--- config.mk ---
export PLATFORM = sky130hd
export DESIGN_NAME = uuencode_line_encoder_core_flat
export DESIGN_NICKNAME = d
export VERILOG_FILES = /design/src/rtl/uule_pkg.sv /design/src/rtl/uule_in_if.sv /design/src/rtl/uule_out_if.sv /design/src/rtl/uule_ram.sv /design/src/rtl/uule_group_shifter.sv /design/src/rtl/uule_line_ctrl.sv /design/src/rtl/uuencode_line_encoder_core.sv /design/src/flat_wrapper.sv
export SDC_FILE = /design/constraint.sdc
export NUM_CORES = 1
export LEC_CHECK = 0
export BUFFER_PORTS_ARGS = -buffer_cell sky130_fd_sc_hd__clkbuf_2
export CORE_MARGIN = 4
export CORE_UTILIZATION = 49
export DETAILED_ROUTE_END_ITERATION = 10
export PLACE_DENSITY = 0.73
export SYNTH_ARGS = -nofsm -noshare
export SYNTH_HDL_FRONTEND = slang
export SYNTH_SLANG_ARGS = --single-unit
--- constraint.sdc ---
create_clock -name clk_i -period 4 [get_ports clk_i]
set_input_delay 0 -clock clk_i [delete_from_list [all_inputs] [get_ports clk_i]]
set_output_delay 0 -clock clk_i [all_outputs]
set_load 0.01 [all_outputs]
--- src/rtl/uule_pkg.sv ---
// Package for the uuencode line encoder: sizing constants, character codes,
// controller state type, shifter control struct and the 6-bit character map.
// No dependencies.
package uule_pkg;

  // Bytes in one full line; the design supports 3 to 63.
  localparam int unsigned LINE_BYTES = 45;
  localparam int unsigned CNT_W      = $clog2(LINE_BYTES + 1);
  localparam int unsigned ADDR_W     = $clog2(LINE_BYTES);
  localparam int unsigned BASE_W     = CNT_W + 1;

  localparam logic [1:0]  LAST_STEP    = 2'd3;
  localparam logic [2:0]  GROUP_BYTES  = 3'd3;
  localparam logic [6:0]  NEWLINE_CHAR = 7'd10;
  localparam logic [6:0]  ZERO_CHAR    = 7'd96;
  localparam logic [6:0]  CHAR_OFFSET  = 7'd32;

  typedef enum logic [2:0] {
    ST_COLLECT,
    ST_LEN,
    ST_READ,
    ST_CHARS,
    ST_NL
  } uule_state_e;

  typedef struct packed {
    logic       load;
    logic       shift;
    logic [7:0] load_data;
  } uule_shift_ctrl_t;

  // Maps a 6-bit value to its printable character; zero becomes a backquote.
  function automatic logic [6:0] enc6(input logic [5:0] v);
    logic [6:0] c;
    c = (v == 6'd0) ? ZERO_CHAR : ({1'b0, v} + CHAR_OFFSET);
    return c;
  endfunction

endpackage

--- src/rtl/uule_in_if.sv ---
// Input channel of the uuencode line encoder: raw byte and chunk-end flag.
// Depends on nothing.
interface uule_in_if;
  logic       valid;
  logic       ready;
  logic [7:0] data_byte;
  logic       chunk_end;

  modport source (output valid, output data_byte, output chunk_end, input ready);
  modport sink   (input valid, input data_byte, input chunk_end, output ready);
endinterface

--- src/rtl/uule_out_if.sv ---
// Output channel of the uuencode line encoder: one encoded character per transaction.
// Depends on nothing.
interface uule_out_if;
  logic       valid;
  logic       ready;
  logic [6:0] out_char;
  logic       line_done;

  modport source (output valid, output out_char, output line_done, input ready);
  modport sink   (input valid, input out_char, input line_done, output ready);
endinterface

--- src/rtl/uule_ram.sv ---
// Generic single-write, single-read RAM with a registered read port.
// Depends on nothing.
module uule_ram #(
  parameter int unsigned WIDTH = 8,
  parameter int unsigned DEPTH = 45,
  parameter int unsigned AW    = $clog2(DEPTH)
) (
  input  logic             clk_i,
  input  logic             we_i,
  input  logic [AW-1:0]    waddr_i,
  input  logic [WIDTH-1:0] wdata_i,
  input  logic             re_i,
  input  logic [AW-1:0]    raddr_i,
  output logic [WIDTH-1:0] rdata_o
);

  logic [WIDTH-1:0] mem_q [DEPTH];
  logic [WIDTH-1:0] rdata_q;

  always_ff @(posedge clk_i) begin
    if (we_i) begin
      mem_q[waddr_i] <= wdata_i;
    end
    if (re_i) begin
      rdata_q <= mem_q[raddr_i];
    end
  end

  assign rdata_o = rdata_q;

endmodule

--- src/rtl/uule_group_shifter.sv ---
// Shared group shifter: gathers three bytes into a 24-bit word and shifts out
// one encoded 6-bit character at a time. Depends on uule_pkg.
module uule_group_shifter (
  input  logic                      clk_i,
  input  uule_pkg::uule_shift_ctrl_t ctrl_i,
  output logic [6:0]                char_o
);
  import uule_pkg::*;

  logic [23:0] grp_q, grp_d;

  always_comb begin
    grp_d = grp_q;
    if (ctrl_i.load) begin
      grp_d = {grp_q[15:0], ctrl_i.load_data};
    end else if (ctrl_i.shift) begin
      grp_d = {grp_q[17:0], 6'd0};
    end
  end

  always_ff @(posedge clk_i) begin
    grp_q <= grp_d;
  end

  assign char_o = enc6(grp_q[23:18]);

endmodule

--- src/rtl/uule_line_ctrl.sv ---
// Line controller: collects bytes into the line store and sequences the
// length, data and newline characters; data goes through the shared group shifter.
// Depends on uule_pkg, uule_ram and uule_group_shifter.
module uule_line_ctrl (
  input  logic       clk_i,
  input  logic       rst_ni,
  input  logic       in_valid_i,
  output logic       in_ready_o,
  input  logic [7:0] in_data_i,
  input  logic       in_last_i,
  output logic       out_valid_o,
  input  logic       out_ready_i,
  output logic [6:0] out_char_o,
  output logic       out_done_o
);
  import uule_pkg::*;

  uule_state_e        state_q, state_d;
  logic [CNT_W-1:0]   fill_q, fill_d;
  logic [CNT_W-1:0]   len_q, len_d;
  logic [BASE_W-1:0]  base_q, base_d;
  logic [1:0]         step_q, step_d;
  logic               rd_ok_q, rd_ok_d;
  logic               out_valid_q, out_valid_d;
  logic [6:0]         out_char_q, out_char_d;
  logic               out_done_q, out_done_d;

  logic               accept;
  logic               can_load;
  logic               out_load;
  logic [CNT_W-1:0]   fill_next;
  logic [BASE_W-1:0]  rd_addr;
  logic [BASE_W-1:0]  base_next;
  logic               ram_re;
  logic [7:0]         ram_rdata;
  logic [6:0]         sh_char;
  uule_shift_ctrl_t   sh_ctrl;

  assign in_ready_o = (state_q == ST_COLLECT);
  assign accept     = in_valid_i && in_ready_o;
  assign can_load   = !out_valid_q || out_ready_i;
  assign fill_next  = fill_q + CNT_W'(1);
  assign rd_addr    = base_q + BASE_W'(step_q);
  assign base_next  = base_q + BASE_W'(GROUP_BYTES);

  uule_ram #(
    .WIDTH(8),
    .DEPTH(LINE_BYTES)
  ) u_line_store (
    .clk_i  (clk_i),
    .we_i   (accept),
    .waddr_i(fill_q[ADDR_W-1:0]),
    .wdata_i(in_data_i),
    .re_i   (ram_re),
    .raddr_i(rd_addr[ADDR_W-1:0]),
    .rdata_o(ram_rdata)
  );

  uule_group_shifter u_shifter (
    .clk_i (clk_i),
    .ctrl_i(sh_ctrl),
    .char_o(sh_char)
  );

  always_comb begin
    state_d    = state_q;
    fill_d     = fill_q;
    len_d      = len_q;
    base_d     = base_q;
    step_d     = step_q;
    rd_ok_d    = rd_ok_q;
    out_load   = 1'b0;
    out_char_d = out_char_q;
    out_done_d = out_done_q;
    ram_re     = 1'b0;
    sh_ctrl    = '0;

    case (state_q)
      ST_COLLECT: begin
        if (accept) begin
          if (in_last_i || (fill_next == CNT_W'(LINE_BYTES))) begin
            len_d   = fill_next;
            fill_d  = '0;
            state_d = ST_LEN;
          end else begin
            fill_d = fill_next;
          end
        end
      end
      ST_LEN: begin
        if (can_load) begin
          out_load   = 1'b1;
          out_char_d = enc6(6'(len_q));
          out_done_d = 1'b0;
          base_d     = '0;
          step_d     = '0;
          state_d    = ST_READ;
        end
      end
      ST_READ: begin
        // Steps 0..2 issue reads; steps 1..3 load the byte read in the step before.
        if (step_q != LAST_STEP) begin
          rd_ok_d = (rd_addr < BASE_W'(len_q));
          ram_re  = rd_ok_d;
        end
        if (step_q != 2'd0) begin
          sh_ctrl.load      = 1'b1;
          sh_ctrl.load_data = rd_ok_q ? ram_rdata : 8'd0;
        end
        step_d = step_q + 2'd1;
        if (step_q == LAST_STEP) begin
          state_d = ST_CHARS;
        end
      end
      ST_CHARS: begin
        if (can_load) begin
          out_load      = 1'b1;
          out_char_d    = sh_char;
          out_done_d    = 1'b0;
          sh_ctrl.shift = 1'b1;
          step_d        = step_q + 2'd1;
          if (step_q == LAST_STEP) begin
            base_d  = base_next;
            state_d = (base_next >= BASE_W'(len_q)) ? ST_NL : ST_READ;
          end
        end
      end
      ST_NL: begin
        if (can_load) begin
          out_load   = 1'b1;
          out_char_d = NEWLINE_CHAR;
          out_done_d = 1'b1;
          state_d    = ST_COLLECT;
        end
      end
      default: begin
        state_d = ST_COLLECT;
      end
    endcase

    out_valid_d = out_load ? 1'b1 : (out_valid_q && !out_ready_i);
  end

  always_ff @(posedge clk_i or negedge rst_ni) begin
    if (!rst_ni) begin
      state_q     <= ST_COLLECT;
      fill_q      <= '0;
      out_valid_q <= 1'b0;
    end else begin
      state_q     <= state_d;
      fill_q      <= fill_d;
      out_valid_q <= out_valid_d;
    end
  end

  always_ff @(posedge clk_i) begin
    len_q      <= len_d;
    base_q     <= base_d;
    step_q     <= step_d;
    rd_ok_q    <= rd_ok_d;
    out_char_q <= out_char_d;
    out_done_q <= out_done_d;
  end

  assign out_valid_o = out_valid_q;
  assign out_char_o  = out_char_q;
  assign out_done_o  = out_done_q;

`ifndef SYNTHESIS
  a_fill_in_range: assert property (@(posedge clk_i) disable iff (!rst_ni)
    fill_q < CNT_W'(LINE_BYTES))
    else $error("line fill count reached the line size");

  a_chunk_end_closes: assert property (@(posedge clk_i) disable iff (!rst_ni)
    (accept && in_last_i) |=> (state_q == ST_LEN))
    else $error("chunk end did not close the line");

  a_done_is_newline: assert property (@(posedge clk_i) disable iff (!rst_ni)
    (out_valid_q && out_done_q) |-> (out_char_q == NEWLINE_CHAR))
    else $error("line done flagged on a non-newline character");

  a_no_input_while_emitting: assert property (@(posedge clk_i) disable iff (!rst_ni)
    (state_q == ST_CHARS || state_q == ST_READ) |=> !accept)
    else $error("input accepted while a line was being encoded");
`endif

endmodule

--- src/rtl/uuencode_line_encoder_core.sv ---
// A line closes on the byte that fills it or carries chunk end; the controller then
// enters its length state, and the length character is loaded into the output register
// once that register is free or its character is taken. Bytes are taken only while a
// line is collected. Each 3-byte group is read from the line store into the shifter,
// which emits its four characters. Reset (rst_ni, asynchronous, active low) empties
// the line and the output register; the line store itself is not cleared.
module uuencode_line_encoder_core (
  input  logic          clk_i,
  input  logic          rst_ni,
  uule_in_if.sink       in_i,
  uule_out_if.source    out_o
);
  import uule_pkg::*;

  // The line controller owns the line store and the shared group
  // shifter. While a line is being emitted no input transaction is accepted;
  // the output character register lets the sink stall without losing data.
  uule_line_ctrl u_ctrl (
    .clk_i      (clk_i),
    .rst_ni     (rst_ni),
    .in_valid_i (in_i.valid),
    .in_ready_o (in_i.ready),
    .in_data_i  (in_i.data_byte),
    .in_last_i  (in_i.chunk_end),
    .out_valid_o(out_o.valid),
    .out_ready_i(out_o.ready),
    .out_char_o (out_o.out_char),
    .out_done_o (out_o.line_done)
  );

`ifndef SYNTHESIS
  a_out_ascii_printable: assert property (@(posedge clk_i) disable iff (!rst_ni)
    (out_o.valid && !out_o.line_done) |-> (out_o.out_char >= 7'd32))
    else $error("non-newline output character is outside the encoded range");

  a_newline_ends_line: assert property (@(posedge clk_i) disable iff (!rst_ni)
    (out_o.valid && out_o.out_char == NEWLINE_CHAR) |-> out_o.line_done)
    else $error("newline emitted without line done");

  a_busy_after_done: assert property (@(posedge clk_i) disable iff (!rst_ni)
    (out_o.valid && !out_o.line_done) |-> !in_i.ready)
    else $error("input ready while line characters are still pending");
`endif

endmodule
--- src/flat_wrapper.sv ---
// flat-port wrapper written by rule: the top's interface ports become plain ports
module uuencode_line_encoder_core_flat import uule_pkg::*;
  (clk_i, rst_ni, in_i_valid, in_i_data_byte, in_i_chunk_end, in_i_ready, out_o_valid, out_o_out_char, out_o_line_done, out_o_ready);
  uule_in_if in_i_i ();
  uule_out_if out_o_i ();
  input  logic clk_i;
  input  logic rst_ni;
  input wire logic [$bits(in_i_i.valid)-1:0] in_i_valid;
  input wire logic [$bits(in_i_i.data_byte)-1:0] in_i_data_byte;
  input wire logic [$bits(in_i_i.chunk_end)-1:0] in_i_chunk_end;
  output wire logic [$bits(in_i_i.ready)-1:0] in_i_ready;
  output wire logic [$bits(out_o_i.valid)-1:0] out_o_valid;
  output wire logic [$bits(out_o_i.out_char)-1:0] out_o_out_char;
  output wire logic [$bits(out_o_i.line_done)-1:0] out_o_line_done;
  input wire logic [$bits(out_o_i.ready)-1:0] out_o_ready;
  assign in_i_i.valid = in_i_valid;
  assign in_i_i.data_byte = in_i_data_byte;
  assign in_i_i.chunk_end = in_i_chunk_end;
  assign in_i_ready = in_i_i.ready;
  assign out_o_valid = out_o_i.valid;
  assign out_o_out_char = out_o_i.out_char;
  assign out_o_line_done = out_o_i.line_done;
  assign out_o_i.ready = out_o_ready;
  uuencode_line_encoder_core u_core (.clk_i(clk_i), .rst_ni(rst_ni), .in_i(in_i_i), .out_o(out_o_i));
endmodule
# ---- Word level (Yosys, flattened, before mapping)
# Memories as Yosys holds them, arrays and structs flattened. A register that Yosys moved wholly into a read port is not among the register bits.
# Index checks and enable logic that the tools add are counted.
dict set report word_totals {
  mem_bits_rw 360
  in_bits 13
  elab_cells 100
  output_inout_bits 10
  regBits 58
  n_memories 1
}
# memory depth width read_ports rd_clocked_by_memory_dff wr line
set memory_table {}
lappend memory_table {u_core.u_ctrl.u_line_store.mem_q 45 8 1 1 1 uule_ram.sv:17} ;# logic [WIDTH-1:0] mem_q [DEPTH];
dict set report op_classes {
  muxes 41
  add_sub_neg 6
  eq_ne 15
  n_reduce_logical 25
  magnitude_cmp 2
}
# operator count
set ops {}
lappend ops {{2-to-1 mux 7 bit} 8}
lappend ops {{2-to-1 mux 24 bit} 2}
lappend ops {{2-to-1 mux 3 bit} 8}
lappend ops {{2-to-1 mux 8 bit} 3}
lappend ops {{case mux 7 bit (3 select lines)} 1}
lappend ops {{case mux 3 bit (5 select lines)} 1}
lappend ops {{adder 6 x 6 -> 7 bit, second input constant} 2}
lappend ops {{case mux 7 bit (2 select lines)} 1}
lappend ops {{logical NOT 6 bit} 2}
lappend ops {{2-to-1 mux 1 bit} 12}
lappend ops {{!= test 2 bit, second input constant} 6}
lappend ops {{AND reduction 3 bit} 3}
lappend ops {{AND reduction 4 bit} 2}
lappend ops {{nonzero test 2 bit} 4}
lappend ops {{adder 7 x 2 -> 7 bit} 1}
lappend ops {{adder 7 x 2 -> 7 bit, second input constant} 1}
lappend ops {{>= comparator 7 x 6 -> 1 bit} 1}
lappend ops {{less-than comparator 7 x 6 -> 1 bit} 1}
lappend ops {{AND reduction 7 bit} 1}
lappend ops {{adder 6 x 1 -> 6 bit, second input constant} 1}
lappend ops {{== test 3 x 2 -> 1 bit, second input constant} 2}
lappend ops {{== test 6 bit, second input constant} 1}
lappend ops {{2-to-1 mux 6 bit} 1}
lappend ops {{!= test 2 x 1 -> 1 bit, second input constant} 3}
lappend ops {{15 further kinds} 21}

# ---- Depth between registers and ports, before layout
# Gate-level depths: netlist of the first run.
dict set report logic_depth {
  depth_word 6
  ltp_mapped 10
  depth_no_buf 9
}

# ---- By module
# A second synthesis of the first run with hierarchy kept.
dict set report unflattened {
  cells_unflattened 1021
  area_unflattened_um2 17753.3
}
# module area_each_um2 n_inst cells_each seq_area_each_um2
set by_module_without_submodules {}
lappend by_module_without_submodules {uule_ram 14585.2 1 756 11050.6}
lappend by_module_without_submodules {uule_line_ctrl 2138.3 1 205 970.9}
lappend by_module_without_submodules {uule_group_shifter 1029.7 1 60 720.7}

# ---- Worst setup path before layout of the first run
# No wires, ideal clock.
dict set report synth_timing {
  path_type {reg-to-reg}
  start {register u_core.u_ctrl.base_q[0]}
  end {register u_core.u_ctrl.u_line_store.rdata_q[0] (netlist: u_core.u_ctrl.u_line_store.rdata_o[0]), read port of u_core.u_ctrl.u_line_store.mem_q, enable pin}
  arrival_time_ns 3.058
  stages_incl_launch_ff 11
  n_path_buf 1
  setup_slack_ns 0.566
  required_ns 3.625
  period_less_slack_ns 3.434
  setup_time_ns 0.375
  cell_sequence {edfxtp_1 -> ha_1 -> fa_1 -> xnor2_4 -> clkinv_2 -> buf_2 -> ha_1 -> a21o_1 -> a21o_1 -> a21o_1 -> a21oi_1}
}
dict set report synth_via {
  elab_chain_len 4
}
# item line
set synth_lines {}
lappend synth_lines {{start, declared} uule_line_ctrl.sv:21} ;# logic [BASE_W-1:0] base_q, base_d;
lappend synth_lines {{start signal, assigned} uule_line_ctrl.sv:158} ;# base_q <= base_d;
lappend synth_lines {{adder 7 x 2 -> 7 bit} uule_line_ctrl.sv:43} ;# assign rd_addr = base_q + BASE_W'(step_q);
lappend synth_lines {{less-than comparator 7 x 6 -> 1 bit} uule_line_ctrl.sv:103} ;# rd_ok_d = (rd_addr < BASE_W'(len_q));
lappend synth_lines {{2-to-1 mux 1 bit} uule_line_ctrl.sv:102} ;# if (step_q != LAST_STEP) begin
lappend synth_lines {{2-to-1 mux 1 bit} uule_line_ctrl.sv:78} ;# case (state_q)
lappend synth_lines {{named net u_core.u_ctrl.ram_re} uule_line_ctrl.sv:34} ;# logic ram_re;
lappend synth_lines {{end, declared} uule_ram.sv:18} ;# logic [WIDTH-1:0] rdata_q;
# The timed path passes the listed nets, and every way through them passes these cells.
# A chain may end at the register's enable or synchronous reset.

# ---- Worst setup path in the final report of the first run
dict set report layout_timing {
  start {register u_core.u_ctrl.base_q[0]}
  end {register u_core.u_ctrl.u_line_store.rdata_q[6] (netlist: u_core.u_ctrl.u_line_store.rdata_o[6]), read port of u_core.u_ctrl.u_line_store.mem_q, data pin}
}
dict set report layout_via {
  elab_chain_len 4
}
# item line
set layout_lines {}
lappend layout_lines {{adder 7 x 2 -> 7 bit (*)} uule_line_ctrl.sv:43}
lappend layout_lines {{less-than comparator 7 x 6 -> 1 bit} uule_line_ctrl.sv:103}
lappend layout_lines {{2-to-1 mux 1 bit} uule_line_ctrl.sv:102}
lappend layout_lines {{2-to-1 mux 1 bit} uule_line_ctrl.sv:78}
# Every way passes the cells marked *; elsewhere a longest branch is shown, timed or not.

==> impl_results.md, run 1 <==
* Status: finished, final reports clean
* FP Rows at 68
* CTS buffer count at 43
* Worst VDD drop at 0.0005233 V
* Syn Inst Count at 908
* Gr ovfl total at 0
* Most frequent cells in the layout: edfxtp_1, mux4_2, nand2_1
* TritonCTS clock tree: done
* Worst-Skew Late Latency at 0.57 ns
* Die area at 0.03856 mm²
* Final worst setup slack at 0.5515 ns
* Period utilization at 86.21%
* Vias in the first global route at 8823
* Drt total wl at 36240 µm
* Pin count of the biggest net entering global routing at 52
* First-pass GRT wire length at 55300 µm
* Max cap viols at 0
* Final hold vios at 0
* Layout fillers at 2534
* Final min period at 3.448 ns
* # IOs at 23
* Synthesized area per cell at 19.15 µm²
* Number of buffers inserted by port buffering at 22
* Total negative setup slack at 0 ns
* Netlist cell types at 54
* Skew final at 0.02517 ns
* Die width at 196.4 µm
* CP required at 4.30 ns
* Antenna cells at 0
* Slew HR at 34.41%
* Number of synthesized flops with an enable pin at 416
* Least-Margin Pin Slew at 0.9838 ns
* Setup Buffers After CTS at 0
* Crit. End Element: flip-flop
* Place WS at 0.5459 ns
* Vias at 8687
* RSZ-0062 raised after global routing: false
* Final instance area at 0.01962 mm²
* Final net count at 1006
* Async set-reset flop share out of synthesis at 2.347%
* Synth Cell Area at 0.01739 mm²
* Setup Crit Path Kind: flip-flop to flip-flop
* Most common cell after layout, fill and taps aside: edfxtp_1
* HPWL after DPL at 22070 µm
* Seq/Total Area, Yosys at 73.29%
* DR DRC count at 0
* HP Start: in_i_chunk_end
* CTS Buffer Depth at 3
* Layout Area Growth over Synthesis at 12.83%
* GRT Util Overall at 19.01%
* Share of layout cells above drive strength 1 at 24.90%
* Finish-stage setup viols at 0
* Worst-path fanout max at 28
* Vias per cell at 5.938
* Final RePlAce weighted congestion at 0.8222
* Critical path arrival at 3.75 ns
* DRT iter0 DRCs at 960
* Starting density of the core at 49.96%
* Yosys warning count at 0
* Avg WL per Cell at 24.77 µm
* Critical Path Source Type: flip-flop
* Worst r2r src: u_core.u_ctrl.base_q[0]
* Antenna violations before repair at 0
* Clk sinks at 426
* Leakage at 6.476 nW
* Antenna-violating nets left at 0
* Die Ht at 196.4 µm
* Core ar. at 0.03480 mm²
* Area after DPL at 0.01813 mm²
* FF+latch count, synth at 426
* Most used flip-flop cell after synthesis: edfxtp_1
* Crit path launch: u_core.u_ctrl.base_q[0]
* Fmax at 290.0 MHz
* First drt pass iteration count at 5
* H-tree depth at 2
* Hold Path Class: input pin to flip-flop
* Slew Limit Fails at 0
* Clock transition at path regs at 0.06 ns
* PD cells at 771.8 mW/mm²
* Clock root buffer: clkbuf_16
* # resized after CTS at 0
* Syn nets at 940
[stage by stage]
stage,std cells,hold slack (ns),util [%],total power [W]
after CTS,1463,0.2806,56.37,0.01527
after detailed placement,1379,-0.09077,52.10,0.01116
after global placement,1379,-0.1011,52.10,0.01104
final,1463,0.2718,56.37,0.01514
after floorplan,908,-0.2956,-,0.009756
after global routing,1463,0.2944,56.37,0.01588
[routing by layer]
layer  global-route usage, %  up-vias  wire [µm]
met5                       0        -          0
met4                   5.560        0        928
met2                   30.13      379      17750
met1                   27.76     4452      14890
li1                        -     3791          -
met3                   3.145       65       2676
[critical path, cell delays in order, from the launching register on]
cell and delay [ns]:
edfxtp_1 0.50, ha_4 0.22, fa_4 0.90, buf_4 0.42
mux4_2 0.38, mux4_2 0.48, nand2_1 0.18, o31ai_1 0.10
[path summary, 6_finish.rpt]
check                                                         to  slack [ns]  cells past startpoint
setup / recovery           u_core.u_ctrl.u_line_store.rdata_o[6]        0.55                      7
hold / removal                           u_core.u_ctrl.fill_q[4]        0.27                      3
setup reg to reg           u_core.u_ctrl.u_line_store.rdata_o[6]        0.55                      7
hold reg to reg                u_core.u_ctrl.u_shifter.grp_q[23]        0.55                      1
max in group asynchronous                u_core.u_ctrl.fill_q[2]        3.08                      3
min in group asynchronous               u_core.u_ctrl.state_q[0]        0.53                      3
[final cells by class]
| cell class | instances | area [µm²] | area share (%) |
|---|---|---|---|
| Clock inverter | 22 | 290.3 | 1.480 |
| Timing Repair Buffer | 64 | 462.9 | 2.360 |
| Tap cell | 455 | 569.3 | 2.902 |
| Multi-Input combinational cell | 418 | 4324 | 22.04 |
| Clock buffer | 57 | 1149 | 5.855 |
| Inverter | 21 | 80.08 | 0.4082 |
| Sequential cell | 426 | 12740 | 64.95 |
[cell families (layout without fill, tap and decap cells)]
family,Yosys count,count (layout),share of synthesized area (%)
buf+inv,64,164,1.957
simple gates,187,187,5.117
compound gates,70,70,3.022
xor+xnor,14,14,0.8132
mux,128,128,14.39
fa+ha+maj,19,19,1.411
flops,426,426,73.29
[cells in the mapped netlist, types with 7 or more instances]
master    instances  area [µm²]
edfxtp_1        416       12490
mux4_2           96        2162
nand2_1          59       221.5
nor2_1           58       217.7
ha_1             18       225.2
inv_1            18       67.56
a32o_1           17       170.2
mux2_2           16       180.2
mux2i_1          16       160.2
a21oi_1          13       65.06
buf_2            13       65.06
clkbuf_1         12       45.04
nand3_1          12       60.06
and3_1           10       62.56
buf_4            10       75.07
dfrtp_1          10       250.2
and2_1            9       56.30
o21ai_0           9       45.04
o31ai_1           9       67.56
a21o_1            8       60.06
nand2b_1          7       43.79
xor2_1            7       61.31
[where the power goes]
part | leakage (nW) | internal [W] | switching, W
sequential | 3.89 | 0.00541 | 0.000272
combinational | 1.88 | 0.00251 | 0.00283
clock | 0.705 | 0.00243 | 0.00169
[timing repair]
action,in CTS,in global routing
hold buffers,5,0
hold endpoints to repair,15,0
endpoints found under the setup margin,0,0
[state kept, by name, indices dropped and copies added (netlist names)]
name,cells
u_core.u_ctrl.u_line_store.mem_q,360
u_core.u_ctrl.rd_ok_q,1
u_core.u_ctrl.out_done_o,1
u_core.u_ctrl.u_shifter.grp_q,24
u_core.u_ctrl.step_q,2
u_core.u_ctrl.out_char_o,7
u_core.u_ctrl.fill_q,6
u_core.u_ctrl.u_line_store.rdata_o,8
u_core.u_ctrl.len_q,6
u_core.u_ctrl.out_valid_o,1
u_core.u_ctrl.state_q,3
u_core.u_ctrl.base_q,7
Note: power is estimated with default switching activity, not from simulation.
==> run 2: changes to the inputs <==
==> constraint.sdc (replaced) <==
create_clock -name clk_i -period 4 [get_ports clk_i]
set_input_delay 0.6 -clock clk_i [delete_from_list [all_inputs] [get_ports clk_i]]
set_output_delay 0.6 -clock clk_i [all_outputs]
set_load 0.01 [all_outputs]
==> run 2 against run 1 <==
  * Utilization shrank 0.11 points
  * Via count hardly changed
  * First-iteration DRC count decreased by 0.10%
  * Global-route usage about the same
  * Critical path type unchanged
==> impl_results.md, run 2 (synthesized netlist as in run 1, its figures left out) <==
* Status: finished, final reports clean
* Die Ht at 196.4 µm (unchanged)
* Period utilization at 86.45% (+0.23 points)
* Layout Area Growth over Synthesis at 12.60%
* Gate power share at 35.3% (about the same)
* Setup Buffers After CTS at 0 (unchanged)
* Sw Ratio at 31.60% (about the same)
* Max reg flops at 360 (unchanged)
* Hold Path Class: input pin to flip-flop
* Worst-Skew Late Latency at 0.57 ns (about the same)
* DRT iter0 DRCs at 959 (-0.10%)
* Total negative setup slack at 0 ns (unchanged)
* Most common cell after layout, fill and taps aside: edfxtp_1
* Avg WL per Cell at 24.80 µm (+0.12%)
* Max cap viols at 0 (unchanged)
* Least-Margin Pin Slew at 1.037 ns (+0.05335 ns)
* Number of buffers inserted by port buffering at 22 (unchanged)
* CP required at 4.30 ns (about the same)
* Clock root buffer: clkbuf_16
* Die area at 0.03856 mm² (unchanged)
* Pin count of the biggest net entering global routing at 52 (unchanged)
* PD cells at 773.1 mW/mm² (+0.17%)
* Clock power frac at 27.2% (about the same)
* Crit. End Element: flip-flop
* Worst-path fanout max at 28 (unchanged)
* FP Rows at 68 (unchanged)
* H-tree depth at 2 (unchanged)
* Leakage at 6.460 nW (-0.26%)
* HPWL after DPL at 22070 µm (unchanged)
* Antenna violations before repair at 0 (unchanged)
* Sw power at 0.004783 W (about the same)
* # IOs at 23 (unchanged)
* Overall power at 0.01514 W (about the same)
* Critical Path Source Type: flip-flop
* Final RePlAce weighted congestion at 0.8222 (unchanged)
* Layout fillers at 2537 (+0.12%)
* Final hold vios at 0 (unchanged)
* First drt pass iteration count at 5 (unchanged)
* Vias per cell at 5.951 (+0.23%)
* Final min period at 3.458 ns (+0.009390 ns)
* Core ar. at 0.03480 mm² (unchanged)
* Share of layout cells above drive strength 1 at 25.00% (+0.099 points)
* TritonCTS clock tree: done
* Area after DPL at 0.01813 mm² (unchanged)
* Antenna-violating nets left at 0 (unchanged)
* GRT Util Overall at 19.00% (about the same)
* Critical path arrival at 3.76 ns (about the same)
* First-pass GRT wire length at 55280 µm (about the same)
* CTS Buffer Depth at 3 (unchanged)
* Clock transition at path regs at 0.06 ns (about the same)
* RSZ-0062 raised after global routing: false
* CTS buffer count at 43 (unchanged)
* Sequential Power Share at 37.5% (about the same)
* Worst VDD drop at 0.0005239 V (+0.10%)
* Skew final at 0.02471 ns (-0.0004608 ns)
* Die width at 196.4 µm (unchanged)
* Vias at 8683 (-0.046%)
* Final net count at 1002 (-0.40%)
* Antenna cells at 0 (unchanged)
* Internal Power at 0.01035 W (about the same)
* Most frequent cells in the layout: edfxtp_1, mux4_2, nand2_1
* DR DRC count at 0 (unchanged)
* Fmax at 289.2 MHz (-0.27%)
* Finish-stage setup viols at 0 (unchanged)
* Most flop-heavy register: u_core.u_ctrl.u_line_store.mem_q
* Slew HR at 30.86% (-3.6 points)
* Slew Limit Fails at 0 (unchanged)
* Clk sinks at 426 (unchanged)
* Setup Crit Path Kind: flip-flop to flip-flop
* Final instance area at 0.01958 mm² (-0.20%)
* Starting density of the core at 49.96% (unchanged)
* Gr ovfl total at 0 (unchanged)
* # resized after CTS at 0 (unchanged)
* Vias in the first global route at 8824 (+0.011%)
* Drt total wl at 36190 µm (-0.15%)
## run 2: changes by cell type in the layout (fill, tap and decap cells not counted), sizes merged
cell,previous run,this run
dlygate4sd3,5,1
## run 2: final timing paths
| path | startpoint | to | slack [ns] | cells after the start |
|---|---|---|---|---|
| setup / recovery | u_core.u_ctrl.base_q[0] | u_core.u_ctrl.u_line_store.rdata_o[6] | 0.54 | 7 |
| hold / removal | in_i_chunk_end | u_core.u_ctrl.fill_q[4] | 0.33 | 2 |
| setup reg to reg | u_core.u_ctrl.base_q[0] | u_core.u_ctrl.u_line_store.rdata_o[6] | 0.54 | 7 |
| hold reg to reg | u_core.u_ctrl.u_shifter.grp_q[17] | u_core.u_ctrl.u_shifter.grp_q[23] | 0.55 | 1 |
| max in group asynchronous | rst_ni | u_core.u_ctrl.fill_q[2] | 3.27 | 2 |
| min in group asynchronous | rst_ni | u_core.u_ctrl.state_q[0] | 0.47 | 2 |
## run 2: power groups by stage
stage | sequential [W] | combinational (W) | clock (W)
floorplan | 0.00564 | 0.00411 | 0
global placement | 0.00575 | 0.00529 | 0
detailed placement | 0.00577 | 0.00539 | 0
CTS | 0.00568 | 0.00541 | 0.00418
global route | 0.00572 | 0.00578 | 0.00438
finish | 0.00568 | 0.00534 | 0.00411
## run 2: per-stage QoR
step / setup WS (ns) / utilization (%) / hold slack, ns / instances
after floorplan: 0.5661 / - / 0.3044 / 908
after global placement: 0.6084 / 52.10 / 0.4989 / 1379
after detailed placement: 0.5459 / 52.10 / 0.5092 / 1379
after CTS: 0.5383 / 56.26 / 0.3362 / 1459
after global routing: 0.4352 / 56.26 / 0.3442 / 1459
final: 0.5422 / 56.26 / 0.3329 / 1459
## run 2: layout make-up
cell class / count / area [µm²] / area share [%]
inverter: 21 / 80.08 / 0.4090
clock buffer: 57 / 1149 / 5.867
tap: 455 / 569.3 / 2.908
sequential: 426 / 12740 / 65.09
clock inverter: 22 / 290.3 / 1.483
multi-input combinational: 418 / 4324 / 22.09
timing repair buffer: 60 / 422.9 / 2.160
## run 2: worst max-delay path, stage by stage (launching register included)
cell and delay [ns]:
edfxtp_1 0.50, ha_4 0.22, fa_4 0.90, buf_4 0.42, mux4_2 0.38, mux4_2 0.48
nand2_1 0.18, o31ai_1 0.10
## run 2: repair_timing
item,CTS,global route
endpoints found under the hold margin,10,0
setup endpoints to repair,0,0
hold buffers,1,0
## run 2: layer usage
| layer | up-vias | global-route usage, % | part of all wire (%) |
|---|---|---|---|
| li1 | 3779 | - | - |
| met1 | 4513 | 27.75 | 41 |
| met2 | 330 | 30.13 | 49 |
| met3 | 61 | 3.145 | 7.1 |
| met4 | 0 | 5.560 | 2.6 |
| met5 | - | 0 | 0 |
